## config.mk

```make
export PLATFORM = sky130hd
export DESIGN_NAME = failover_lock_grant_arbiter_top
export DESIGN_NICKNAME = d
export VERILOG_FILES = /design/src/hw/rtl/flga_pkg.sv /design/src/hw/rtl/flga_dev_unit.sv /design/src/hw/rtl/flga_ctrl.sv /design/src/hw/rtl/failover_lock_grant_arbiter_top.sv
export VERILOG_INCLUDE_DIRS = /design/src /design/src/hw/rtl
export SDC_FILE = /design/constraint.sdc
export NUM_CORES = 1
export LEC_CHECK = 0
export BUFFER_PORTS_ARGS = -buffer_cell sky130_fd_sc_hd__buf_2
export CAP_MARGIN = 30
export CORE_ASPECT_RATIO = 0.8
export CORE_MARGIN = 2
export CORE_UTILIZATION = 50
export DETAILED_ROUTE_END_ITERATION = 10
export GPL_TIMING_DRIVEN = 0
export PLACE_DENSITY = 0.7
export REMOVE_ABC_BUFFERS = 1
export SETUP_SLACK_MARGIN = 0.15
export SLEW_MARGIN = 10
export SYNTH_ARGS = -nofsm -noshare
export SYNTH_HDL_FRONTEND = slang
export SYNTH_SLANG_ARGS = --single-unit
```

## constraint.sdc

```tcl
create_clock -name aclk -period 4.1 [get_ports aclk]
set_input_delay 0.41 -clock aclk [delete_from_list [all_inputs] [get_ports aclk]]
set_output_delay 0.41 -clock aclk [all_outputs]
set_load 0.02 [all_outputs]
```

## src/hw/rtl/assert_macros.svh

```systemverilog
// assertion helpers shared by the rtl
`ifndef ASSERT_MACROS_SVH
`define ASSERT_MACROS_SVH

`ifndef SYNTHESIS
// same-cycle implication under reset
`define FLGA_ASSERT_IMP(label, clk, rstn, ante, cons) \
    label: assert property (@(posedge clk) disable iff (!(rstn)) (ante) |-> (cons)) \
        else $error("implication check failed");
// next-cycle implication under reset
`define FLGA_ASSERT_NXT(label, clk, rstn, ante, cons) \
    label: assert property (@(posedge clk) disable iff (!(rstn)) (ante) |=> (cons)) \
        else $error("next-cycle check failed");
`else
`define FLGA_ASSERT_IMP(label, clk, rstn, ante, cons)
`define FLGA_ASSERT_NXT(label, clk, rstn, ante, cons)
`endif

`endif

```

## src/hw/rtl/flga_pkg.sv

```systemverilog
`default_nettype none

package flga_pkg;

    // queue and device geometry
    localparam int QUEUE_DEPTH  = 4;
    localparam int DEVICE_COUNT = 3;
    localparam int FIRST_DEVICE = 3;

    localparam int IDX_W     = $clog2(QUEUE_DEPTH);
    localparam int DEV_W     = 3;
    localparam int HOLD_W    = 4;
    localparam int CID_W     = 2;
    localparam int SLOTS_W   = QUEUE_DEPTH * DEV_W;
    localparam int DEV_IDX_W = (DEVICE_COUNT > 1) ? $clog2(DEVICE_COUNT) : 1;

    // stream widths
    localparam int S_DATA_W = 32;
    localparam int M_DATA_W = 32;

    // configuration port
    localparam int CFG_ADDR_W = 1;
    localparam int CFG_DATA_W = 4;

    typedef enum logic [CFG_ADDR_W-1:0] {
        REG_CONTROLLER_ID = 1'b0,
        REG_HOLD_TICKS    = 1'b1
    } cfg_reg_t;

    localparam logic [CID_W-1:0]  CID_RESET        = 2'd1;
    localparam logic [CID_W-1:0]  CID_STANDBY      = 2'd2;
    localparam logic [HOLD_W-1:0] HOLD_TICKS_RESET = 4'd5;

    typedef enum logic [1:0] {
        MODE_UNSET   = 2'd0,
        MODE_ACTIVE  = 2'd1,
        MODE_STANDBY = 2'd2
    } mode_t;

    // lock queue state
    typedef struct packed {
        logic [HOLD_W-1:0]                 hold;
        logic [IDX_W-1:0]                  head;
        logic [IDX_W-1:0]                  tail;
        logic [QUEUE_DEPTH-1:0][DEV_W-1:0] slot;
    } q_state_t;

    typedef enum logic [1:0] {
        ST_IDLE   = 2'd0,
        ST_DEV    = 2'd1,
        ST_FINISH = 2'd2
    } fsm_state_t;

    // sequencer to datapath controls
    typedef struct packed {
        logic                 in_ready;
        logic                 dev_step;
        logic [DEV_IDX_W-1:0] dev_idx;
        logic                 finish;
    } seq_ctrl_t;

endpackage

`default_nettype wire

```

## src/hw/rtl/flga_dev_unit.sv

```systemverilog
`default_nettype none

// applies one device message (acquire or release) to the queue state
module flga_dev_unit import flga_pkg::*; (
    input  wire q_state_t          q_in,
    input  wire                    msg_en,
    input  wire                    msg_acquire,
    input  wire [DEV_W-1:0]        msg_dev,
    input  wire [HOLD_W-1:0]       hold_ticks,
    output q_state_t               q_out
);

    logic [IDX_W-1:0] pos;
    logic             done;

    always_comb begin
        q_out = q_in;
        pos   = q_in.head;
        done  = 1'b0;
        if (msg_en) begin
            if (msg_acquire) begin
                // bounded scan from head: insert at tail, stop on duplicate
                for (int n = 0; n < DEVICE_COUNT; n++) begin
                    if (!done) begin
                        if (pos == q_out.tail) begin
                            q_out.slot[pos] = msg_dev;
                            q_out.tail      = pos + IDX_W'(1);
                            done            = 1'b1;
                        end else if (q_out.slot[pos] == msg_dev) begin
                            done = 1'b1;
                        end
                        pos = pos + IDX_W'(1);
                    end
                end
            end else begin
                // release by the head shortens the hold to one tick
                if (q_in.head != q_in.tail && q_in.slot[q_in.head] == msg_dev &&
                    q_in.hold != '0 && q_in.hold < hold_ticks) begin
                    q_out.hold = HOLD_W'(1);
                end
            end
        end
    end

endmodule

`default_nettype wire

```

## src/hw/rtl/flga_ctrl.sv

```systemverilog
`default_nettype none

// tick sequencer: accept, one device per cycle, finish
module flga_ctrl import flga_pkg::*; (
    input  wire        aclk,
    input  wire        aresetn,
    input  wire        in_valid,
    input  wire        out_free,
    output seq_ctrl_t  ctrl
);

    fsm_state_t           state_reg, state_next;
    logic [DEV_IDX_W-1:0] idx_reg, idx_next;

    // state registers
    always_ff @(posedge aclk) begin
        if (!aresetn) begin
            state_reg <= ST_IDLE;
            idx_reg   <= '0;
        end else begin
            state_reg <= state_next;
            idx_reg   <= idx_next;
        end
    end

    // next state
    always_comb begin
        state_next = state_reg;
        idx_next   = idx_reg;
        unique case (state_reg)
            ST_IDLE: begin
                idx_next = '0;
                if (in_valid) begin
                    state_next = ST_DEV;
                end
            end
            ST_DEV: begin
                if (idx_reg == DEV_IDX_W'(DEVICE_COUNT - 1)) begin
                    state_next = ST_FINISH;
                end else begin
                    idx_next = idx_reg + DEV_IDX_W'(1);
                end
            end
            ST_FINISH: begin
                if (out_free) begin
                    state_next = ST_IDLE;
                end
            end
            default: begin
                state_next = ST_IDLE;
            end
        endcase
    end

    // outputs
    always_comb begin
        ctrl          = '0;
        ctrl.dev_idx  = idx_reg;
        unique case (state_reg)
            ST_IDLE:   ctrl.in_ready = 1'b1;
            ST_DEV:    ctrl.dev_step = 1'b1;
            ST_FINISH: ctrl.finish   = out_free;
            default:   ctrl.in_ready = 1'b0;
        endcase
    end

endmodule

`default_nettype wire

```

## src/hw/rtl/failover_lock_grant_arbiter_top.sv

```systemverilog
// each tick settles the mode at the accept edge, then applies the device messages,
//   then finishes into the output register that drives m_tvalid
// a new tick is taken only once the sequencer is back in idle, after the shared
//   device-message unit has applied the three device messages one per cycle;
//   finish stalls while the output register still holds an unaccepted result
// reset: synchronous active-low aresetn clears mode, hold, queue and config
//   to controller_id 1 and hold_ticks 5; no clearing pass
`default_nettype none
`include "assert_macros.svh"

module failover_lock_grant_arbiter_top import flga_pkg::*; (
    input  wire                    aclk,
    input  wire                    aresetn,
    // config write port
    input  wire                    cfg_wr_en,
    input  wire [CFG_ADDR_W-1:0]   cfg_addr,
    input  wire [CFG_DATA_W-1:0]   cfg_wdata,
    // tick input
    input  wire                    s_tvalid,
    output logic                   s_tready,
    // peer_valid, peer_hold, peer_head, peer_tail, peer_slots, takeover_valid,
    // dev_valid, dev_is_acquire, zero pad
    input  wire [S_DATA_W-1:0]     s_tdata,
    // result output
    output logic                   m_tvalid,
    input  wire                    m_tready,
    // grant_valid, grant_device, out_mode, out_hold, out_head, out_tail,
    // out_slots, zero pad
    output logic [M_DATA_W-1:0]    m_tdata
);

    // input field slices
    logic                    in_peer_valid;
    logic [HOLD_W-1:0]       in_peer_hold;
    logic [IDX_W-1:0]        in_peer_head;
    logic [IDX_W-1:0]        in_peer_tail;
    logic [SLOTS_W-1:0]      in_peer_slots;
    logic                    in_takeover;
    logic [DEVICE_COUNT-1:0] in_dev_valid;
    logic [DEVICE_COUNT-1:0] in_dev_acq;

    assign in_peer_valid = s_tdata[0];
    assign in_peer_hold  = s_tdata[4:1];
    assign in_peer_head  = s_tdata[6:5];
    assign in_peer_tail  = s_tdata[8:7];
    assign in_peer_slots = s_tdata[20:9];
    assign in_takeover   = s_tdata[21];
    assign in_dev_valid  = s_tdata[24:22];
    assign in_dev_acq    = s_tdata[27:25];

    // configuration registers
    logic [CID_W-1:0]  cid_reg;
    logic [HOLD_W-1:0] hold_ticks_reg;

    always_ff @(posedge aclk) begin
        if (!aresetn) begin
            cid_reg        <= CID_RESET;
            hold_ticks_reg <= HOLD_TICKS_RESET;
        end else if (cfg_wr_en) begin
            unique case (cfg_reg_t'(cfg_addr))
                REG_CONTROLLER_ID: cid_reg        <= cfg_wdata[CID_W-1:0];
                REG_HOLD_TICKS:    hold_ticks_reg <= cfg_wdata[HOLD_W-1:0];
                default:           cid_reg        <= cid_reg;
            endcase
        end
    end

    // sequencer
    seq_ctrl_t ctrl;
    logic      out_free;
    logic      accept;

    flga_ctrl u_ctrl (
        .aclk     (aclk),
        .aresetn  (aresetn),
        .in_valid (s_tvalid),
        .out_free (out_free),
        .ctrl     (ctrl)
    );

    assign s_tready = ctrl.in_ready;
    assign accept   = s_tvalid && s_tready;

    // arbiter state
    mode_t                   mode_reg;
    q_state_t                q_reg;
    logic [DEVICE_COUNT-1:0] dev_valid_reg;
    logic [DEVICE_COUNT-1:0] dev_acq_reg;

    // mode settling on accept
    mode_t    settle_mode;
    q_state_t settle_q;
    q_state_t peer_q;

    always_comb begin
        peer_q.hold = in_peer_hold;
        peer_q.head = in_peer_head;
        peer_q.tail = in_peer_tail;
        peer_q.slot = in_peer_slots;
        settle_mode = mode_reg;
        settle_q    = q_reg;
        unique case (mode_reg)
            MODE_UNSET: begin
                if (in_peer_valid) begin
                    settle_q    = peer_q;
                    settle_mode = MODE_STANDBY;
                end else begin
                    settle_mode = (cid_reg == CID_STANDBY) ? MODE_STANDBY : MODE_ACTIVE;
                end
            end
            MODE_ACTIVE: begin
                if (in_peer_valid && in_takeover) begin
                    settle_mode = MODE_STANDBY;
                end
            end
            default: begin
                if (in_peer_valid) begin
                    settle_q = peer_q;
                    if (in_takeover) begin
                        settle_mode = MODE_ACTIVE;
                    end
                end else begin
                    settle_mode = MODE_ACTIVE;
                    // grant may not have gone out
                    if (q_reg.hold == hold_ticks_reg) begin
                        settle_q.hold = '0;
                    end
                end
            end
        endcase
    end

    // shared device-message unit
    q_state_t          unit_q;
    logic [DEV_W-1:0]  unit_dev;

    assign unit_dev = DEV_W'(FIRST_DEVICE) + DEV_W'(ctrl.dev_idx);

    flga_dev_unit u_dev_unit (
        .q_in        (q_reg),
        .msg_en      (dev_valid_reg[ctrl.dev_idx]),
        .msg_acquire (dev_acq_reg[ctrl.dev_idx]),
        .msg_dev     (unit_dev),
        .hold_ticks  (hold_ticks_reg),
        .q_out       (unit_q)
    );

    // countdown and grant
    q_state_t         fin_q;
    logic [DEV_W-1:0] head_dev;
    logic             fin_grant;
    logic [DEV_W-1:0] fin_dev;

    always_comb begin
        fin_q     = q_reg;
        fin_grant = 1'b0;
        fin_dev   = '0;
        if (fin_q.hold == HOLD_W'(1)) begin
            fin_q.hold = '0;
            fin_q.head = fin_q.head + IDX_W'(1);
        end else if (fin_q.hold > HOLD_W'(1)) begin
            fin_q.hold = fin_q.hold - HOLD_W'(1);
        end
        head_dev = fin_q.slot[fin_q.head];
        if (fin_q.hold == '0 && fin_q.head != fin_q.tail) begin
            fin_q.hold = hold_ticks_reg;
            if (mode_reg == MODE_ACTIVE && head_dev >= DEV_W'(FIRST_DEVICE) &&
                {1'b0, head_dev} < (DEV_W+1)'(FIRST_DEVICE + DEVICE_COUNT)) begin
                fin_grant = 1'b1;
                fin_dev   = head_dev;
            end
        end
    end

    // state update
    always_ff @(posedge aclk) begin
        if (!aresetn) begin
            mode_reg <= MODE_UNSET;
            q_reg    <= '0;
        end else if (accept) begin
            mode_reg <= settle_mode;
            q_reg    <= settle_q;
        end else if (ctrl.dev_step) begin
            q_reg    <= unit_q;
        end else if (ctrl.finish) begin
            q_reg    <= fin_q;
        end
    end

    // captured device messages
    always_ff @(posedge aclk) begin
        if (accept) begin
            dev_valid_reg <= in_dev_valid;
            dev_acq_reg   <= in_dev_acq;
        end
    end

    // output register
    logic                m_valid_reg;
    logic                grant_valid_reg;
    logic [DEV_W-1:0]    grant_dev_reg;
    mode_t               out_mode_reg;
    q_state_t            out_q_reg;

    assign out_free = !m_valid_reg || m_tready;

    always_ff @(posedge aclk) begin
        if (!aresetn) begin
            m_valid_reg <= 1'b0;
        end else if (ctrl.finish) begin
            m_valid_reg <= 1'b1;
        end else if (m_tready) begin
            m_valid_reg <= 1'b0;
        end
    end

    always_ff @(posedge aclk) begin
        if (ctrl.finish) begin
            grant_valid_reg <= fin_grant;
            grant_dev_reg   <= fin_dev;
            out_mode_reg    <= mode_reg;
            out_q_reg       <= fin_q;
        end
    end

    assign m_tvalid = m_valid_reg;
    assign m_tdata  = {6'd0, out_q_reg.slot, out_q_reg.tail, out_q_reg.head,
                       out_q_reg.hold, out_mode_reg, grant_dev_reg, grant_valid_reg};

    // checks
    `FLGA_ASSERT_IMP(a_grant_when_active, aclk, aresetn,
        m_valid_reg && grant_valid_reg, out_mode_reg == MODE_ACTIVE)
    `FLGA_ASSERT_IMP(a_grant_restarts_hold, aclk, aresetn,
        m_valid_reg && grant_valid_reg, out_q_reg.hold == hold_ticks_reg)
    `FLGA_ASSERT_NXT(a_busy_after_accept, aclk, aresetn,
        s_tvalid && s_tready, !s_tready && !ctrl.finish)

endmodule

`default_nettype wire

```

# == Word-level counts from Yosys, hierarchy flattened ==
# Cells that the tools add are included.
# totals
regBits,65
in_bits,42
output_inout_bits,34
wordCells,182
# classes
add_sub_neg,6
order_cmp,12
n_eq_ne,28
mux,77
n_bitwise,1
reduce_logical,33
# ops
op,n
14-bit 2-to-1 mux,11
20-bit 2-to-1 mux,4
20-bit one-hot mux with 2 select lines,1
12-bit bitwise mux,3
4-bit 2-to-1 mux,8
2-bit 2-to-1 mux,15
3-bit binary-select mux with 2-bit select,3
3-bit demux with 2-bit select,3
3-bit 2-to-1 mux,6
1-bit 2-to-1 mux,17
16-bit 2-to-1 mux,1
"2-bit by 3-bit less-than comparator with 1-bit output, second input constant",5
2-bit nonzero test,6
1-bit logical AND,11
"2-bit != test, second input constant",5
"2-bit by 1-bit adder with 2-bit output, second input constant",4
2-bit one-hot mux with 2 select lines,2
2-bit AND reduction,4
7-bit AND reduction,1
2-bit == test,3
"2-bit == test, second input constant",3
3-bit == test,2
"2-bit by 1-bit greater-or-equal comparator with 1-bit output, second input constant",3
"2-bit by 1-bit != test with 1-bit output, second input constant",3
26 further kinds,33

# == Longest topological paths before layout ==
# logic_depth
ltp_word,21
mapped_depth,14
depth_no_buf,10

# == By module ==
# From an unflattened synthesis, not the netlist that was laid out.
# unflattened
hier_cells,516
area_unflattened_um2,4768.3
# modules_own_cells
module,n_inst,cells_each,area_each_um2,seq_area_each_um2
failover_lock_grant_arbiter_top,1,302,3133.0,1541.5
flga_dev_unit,1,189,1412.6,0.0
flga_ctrl,1,25,222.7,80.1

# == Worst setup path after synthesis ==
# OpenSTA, ideal clock, no wires.
# synth_path
path_kind,reg2reg
startpoint,reg q_reg[14] (netlist bit)
endpoint,"reg q_reg, in the netlist fin_q[0]"
arrival_ps,3132
t_required_ps,3970
setup_slack_ps,838
path_stages_with_launch,14
path_buffers,5
period_less_slack_ps,3262
cell_sequence,dfxtp_1 > buf_6 > buf_2 > clkinv_1 > ha_1 > clkbuf_1 > mux2_2 > nand2_1 > a31oi_1 > o2111a_1 > buf_4 > buf_6 > o2111ai_1 > o211ai_1
# synth_via
elab_chain_len,21
# synth_rtl
item,line,source
"start, declared",failover_lock_grant_arbiter_top.sv:86,q_state_t q_reg;
"start signal, assigned",failover_lock_grant_arbiter_top.sv:182,q_reg <= settle_q;
"start signal, assigned",failover_lock_grant_arbiter_top.sv:184,q_reg <= unit_q;
"start signal, assigned",failover_lock_grant_arbiter_top.sv:186,q_reg <= fin_q;
3-bit binary-select mux with 2-bit select (tied with other cells),flga_dev_unit.sv:29,end else if (q_out.slot[pos] == msg_dev) begin
3-bit 2-to-1 mux (implied by the code) or 1-bit logical AND (tied branches),"flga_dev_unit.sv:29, flga_dev_unit.sv:26",
3-bit == test or 3-bit 2-to-1 mux (tied branches),"flga_dev_unit.sv:29, flga_dev_unit.sv:26",
1-bit 2-to-1 mux or 3-bit demux with 2-bit select (tied branches),--,
1-bit 2-to-1 mux or 12-bit bitwise mux (tied branches),"flga_dev_unit.sv:25, flga_dev_unit.sv:26",
1-bit 2-to-1 mux or 14-bit 2-to-1 mux (tied branches),"flga_dev_unit.sv:21, flga_dev_unit.sv:25",
1-bit 2-to-1 mux or 14-bit 2-to-1 mux (tied branches),"flga_dev_unit.sv:20, flga_dev_unit.sv:21",
2-bit 2-to-1 mux or 14-bit 2-to-1 mux (tied branches),"flga_dev_unit.sv:24, flga_dev_unit.sv:20",
[... 5 more ...],--,
3-bit demux with 2-bit select or 1-bit 2-to-1 mux (tied branches),--,
12-bit bitwise mux or 1-bit 2-to-1 mux (tied branches),"flga_dev_unit.sv:26, flga_dev_unit.sv:21",
14-bit 2-to-1 mux or 1-bit 2-to-1 mux (tied branches),"flga_dev_unit.sv:25, flga_dev_unit.sv:20",
14-bit 2-to-1 mux *,flga_dev_unit.sv:24,if (!done) begin
14-bit 2-to-1 mux *,flga_dev_unit.sv:21,if (msg_acquire) begin
14-bit 2-to-1 mux *,flga_dev_unit.sv:20,if (msg_en) begin
20-bit 2-to-1 mux *,failover_lock_grant_arbiter_top.sv:183,end else if (ctrl.dev_step) begin
20-bit 2-to-1 mux *,failover_lock_grant_arbiter_top.sv:180,end else if (accept) begin
# Mark *: on every way between the ends. The rest lies on a longest branch, timed or not. The select of a mux whose other input is x is not followed.
# A chain may end at the register's enable or synchronous reset.

# == Worst setup path in the final report ==
# layout_path
startpoint,reg q_reg[14] (netlist bit)
endpoint,"reg q_reg, in the netlist fin_q[1]"
# Same word-level chain as after synthesis.

==> out/qor.csv <==
metric;value;unit
outcome;completed;
Clock Latency Late Sink;350;ps
DPL Wire Length;7.73;mm
Top Ports;76;
final hold violation count;0;
drt first-iter violations;431;
worst hold slack;240;ps
Core Box Area;8370;µm²
total power;1.84;mW
Worst Path Arrival;3970;ps
Synth Cell Area;4250;µm²
global-route wire length before repair;17.6;mm
Detailed Route WL;11.2;mm
Final Wtd Congestion;0.943;
synth warn;0;
# fillers;770;
Static Leakage;1.80;nW
pwr/cell area;380;nW/µm²
Max Slew Vio Count;0;
ant diodes;0;
fmax;266;MHz
Syn Area/Cell;9.13;µm²
Slew @ Worst Pin;867;ps
total of max-cap violations;0;
Clock Path Buffers;2;
CP Max Fanout;20;
Adder-Cell Fraction of Synth Area;5.01;%
Root Driver;clkbuf_8;
worst vdd ir;0.182;mV
Remaining DRCs;0;
Via Count;3864;
Primary FF master, synth;dfxtp_1;
Nets;577;
H-tree depth;3;
Compound-Gate Fraction of Synth Area;24.4;%
Remaining Overflow, GRT;0;
die width;107;µm
max reg flops;20;
Chip Height;86.4;µm
XOR/XNOR share of the synthesized area;3.65;%
part of the Yosys area used for sequential elements;38.2;%
RR Endpoint;fin_q[1]$_SDFFE_PN0P_;
all-layer global routing usage;24.3;%
largest family of logic cells by synthesized area;compound AO/OA/AOI/OAI gates;
num rows;30;
top cell type's share of synthesized area;22.6;%
post-route insts no fill;635;
Synth area leaders;edfxtp_1 (23%), dfxtp_1 (16%), nand2_1 (5.5%);
Via density;6.09;
reg2reg path depth;9;
WL/cell;17.6;µm
RSZ-0062 raised after global routing;false;
Setup crit end;fin_q[1]$_SDFFE_PN0P_;
P&R area growth vs syn;13.9;%
Worst slew margin;41.9;%
antenna violations before repair;0;
simple-gate portion of the synthesized area;17.1;%
HP Class;in -> reg;
area leader, netlist;edfxtp_1;
critical path class;reg -> reg;
CTS tree;yes;
Synth Instances;465;
CTS buffer count;9;
layout cells sized above 1;20.3;%
starting density of the core;50.7;%
flop-to-flop setup slack;340;ps
Netlist cell types;67;
Multi-input gate area;2390;µm²
Worst setup EP type;flip-flop;
clk slew on worst S/H paths;80;ps
number of global-route vias before repair;3387;
Critical Path Source;q_reg[14]$_SDFFE_PN0P_;
dpl cells;617;
Worst EP required;4310;ps
DRT Pass-1 Iters;6;
asr flop ratio synth;0;%
crit start category;flip-flop;
Post-CTS Setup Bufs;0;
#FFs+latches synth;65;
die area;9250;µm²
Worst R2R Start;q_reg[14]$_SDFFE_PN0P_;
Period minus WS final;3760;ps
Final setup violation count;0;
antenna-violating nets left;0;
FF+latch area;1620;µm²
mux contribution to synthesized area;5.13;%
Sink Count;65;
number of flops mapped to enable cells by yosys;32;
largest net degree at the start of global routing;29;
port bufs;65;
Tcrit/Tclk final;91.6;%
clk_skew;14.0;ps
[worst min-delay path by stage]
stage | start | to | slack, ps | cells after the start
finish | s_tdata[26] | dev_acq_reg[1]$_DFFE_PP_ | 240 | 1
global route | s_tdata[23] | dev_valid_reg[1]$_DFFE_PP_ | 230 | 1
CTS | s_tdata[26] | dev_acq_reg[1]$_DFFE_PP_ | 230 | 1
detailed placement | hold_ticks_reg[1]$_SDFFE_PN0P_ | hold_ticks_reg[1]$_SDFFE_PN0P_ | 450 | 2
global placement | hold_ticks_reg[1]$_SDFFE_PN0P_ | hold_ticks_reg[1]$_SDFFE_PN0P_ | 450 | 2
floorplan | hold_ticks_reg[1]$_SDFFE_PN0P_ | hold_ticks_reg[1]$_SDFFE_PN0P_ | 440 | 2
[power by group]
part | total (mW) | switching, mW | internal [mW]
logic | 0.473 | 0.296 | 0.177
registers | 0.758 | 0.0467 | 0.712
clock network | 0.605 | 0.269 | 0.337
[kinds of logic (layout without fill, tap and decap cells)]
logic type,after synthesis,count (layout)
other cells,1,6
fa+ha+maj,17,17
flops,65,65
simple gates,148,148
compound gates,148,148
buf+inv,55,108
mux,15,15
xor+xnor,16,16
[synth_stat cells, types with 3 or more instances]
| library cell | instances |
|---|---|
| nor2b_1 | 4 |
| nand3_1 | 12 |
| buf_4 | 11 |
| ha_1 | 17 |
| and3_1 | 4 |
| buf_2 | 8 |
| nor2_1 | 24 |
| o21ai_0 | 29 |
| nor3_1 | 6 |
| nor4_1 | 6 |
| inv_1 | 20 |
| mux2i_1 | 9 |
| nand2_1 | 62 |
| nand4_1 | 3 |
| dfxtp_1 | 33 |
| a211oi_1 | 7 |
| xor2_1 | 5 |
| o211ai_1 | 18 |
| nand2b_1 | 9 |
| o21a_1 | 8 |
| a31oi_1 | 12 |
| xnor2_1 | 9 |
| and2_1 | 4 |
| nor3_2 | 3 |
| o22ai_1 | 4 |
| edfxtp_1 | 32 |
| a22oi_1 | 6 |
| a21oi_1 | 24 |
| clkbuf_1 | 11 |
| o221ai_1 | 3 |
| o2111ai_1 | 12 |
| mux4_1 | 4 |
[critical path, stage by stage (launching register included)]
cell	delay, ps
dfxtp_1	700
clkinv_1	510
ha_2	680
nand2_1	150
or3b_2	480
nand4_1	120
xnor2_1	120
o2111a_2	480
o21a_1	250
o211ai_1	120
[layout make-up]
class / instances / share of cell area, %
well taps: 112 / 2.90
flip-flops and latches: 65 / 33.5
clock buffers: 11 / 3.36
multi-input cells: 350 / 49.4
clock inverters: 5 / 1.24
inverters: 23 / 1.78
repair buffers: 69 / 7.81
[cell usage in the layout, fill, tap and decap left out, types with 4 or more instances in the layout]
master / n
o211ai_1: 18
clkbuf_8: 10
and2_1: 4
edfxtp_1: 32
xor2_1: 5
o2111ai_1: 12
a211oi_1: 7
o22ai_1: 4
xnor2_1: 9
a31oi_1: 12
o21a_1: 8
conb_1: 6
nor4_1: 5
nand3_1: 12
o21ai_0: 28
nor3_1: 6
nand2b_1: 9
a22oi_1: 6
dfxtp_1: 33
and3_1: 4
a21oi_1: 24
ha_1: 16
buf_2: 65
mux2i_1: 9
nand2_1: 62
inv_1: 20
mux4_1: 4
nor2_1: 24
[routing by layer]
| metal | vias to the layer above | track usage [%] | part of all wire, % |
|---|---|---|---|
| li1 | 1844 | - | - |
| met1 | 1787 | 36.0 | 46 |
| met2 | 214 | 35.8 | 43 |
| met3 | 19 | 5.19 | 9.4 |
| met4 | 0 | 6.73 | 1.1 |
| met5 | - | 0 | 0 |
[repair_timing]
item | CTS | global route
hold buffers | 0 | 0
endpoints found under the setup margin | 12 | 16
resized for setup | 1 | 2
gates cloned | 0 | 0
[through the flow]
stage               setup WS (ps)  TNS [ps]  util (%)  instance area (µm²)
global route                  188         0      57.8                 4840
detailed placement            144         0      54.7                 4580
CTS                           225         0      57.4                 4810
floorplan                     393         0         -                 4080
finish                        344         0      57.8                 4840
global placement             -499     -8390      54.3                 4540
Note: power is estimated with default switching activity, not from simulation.
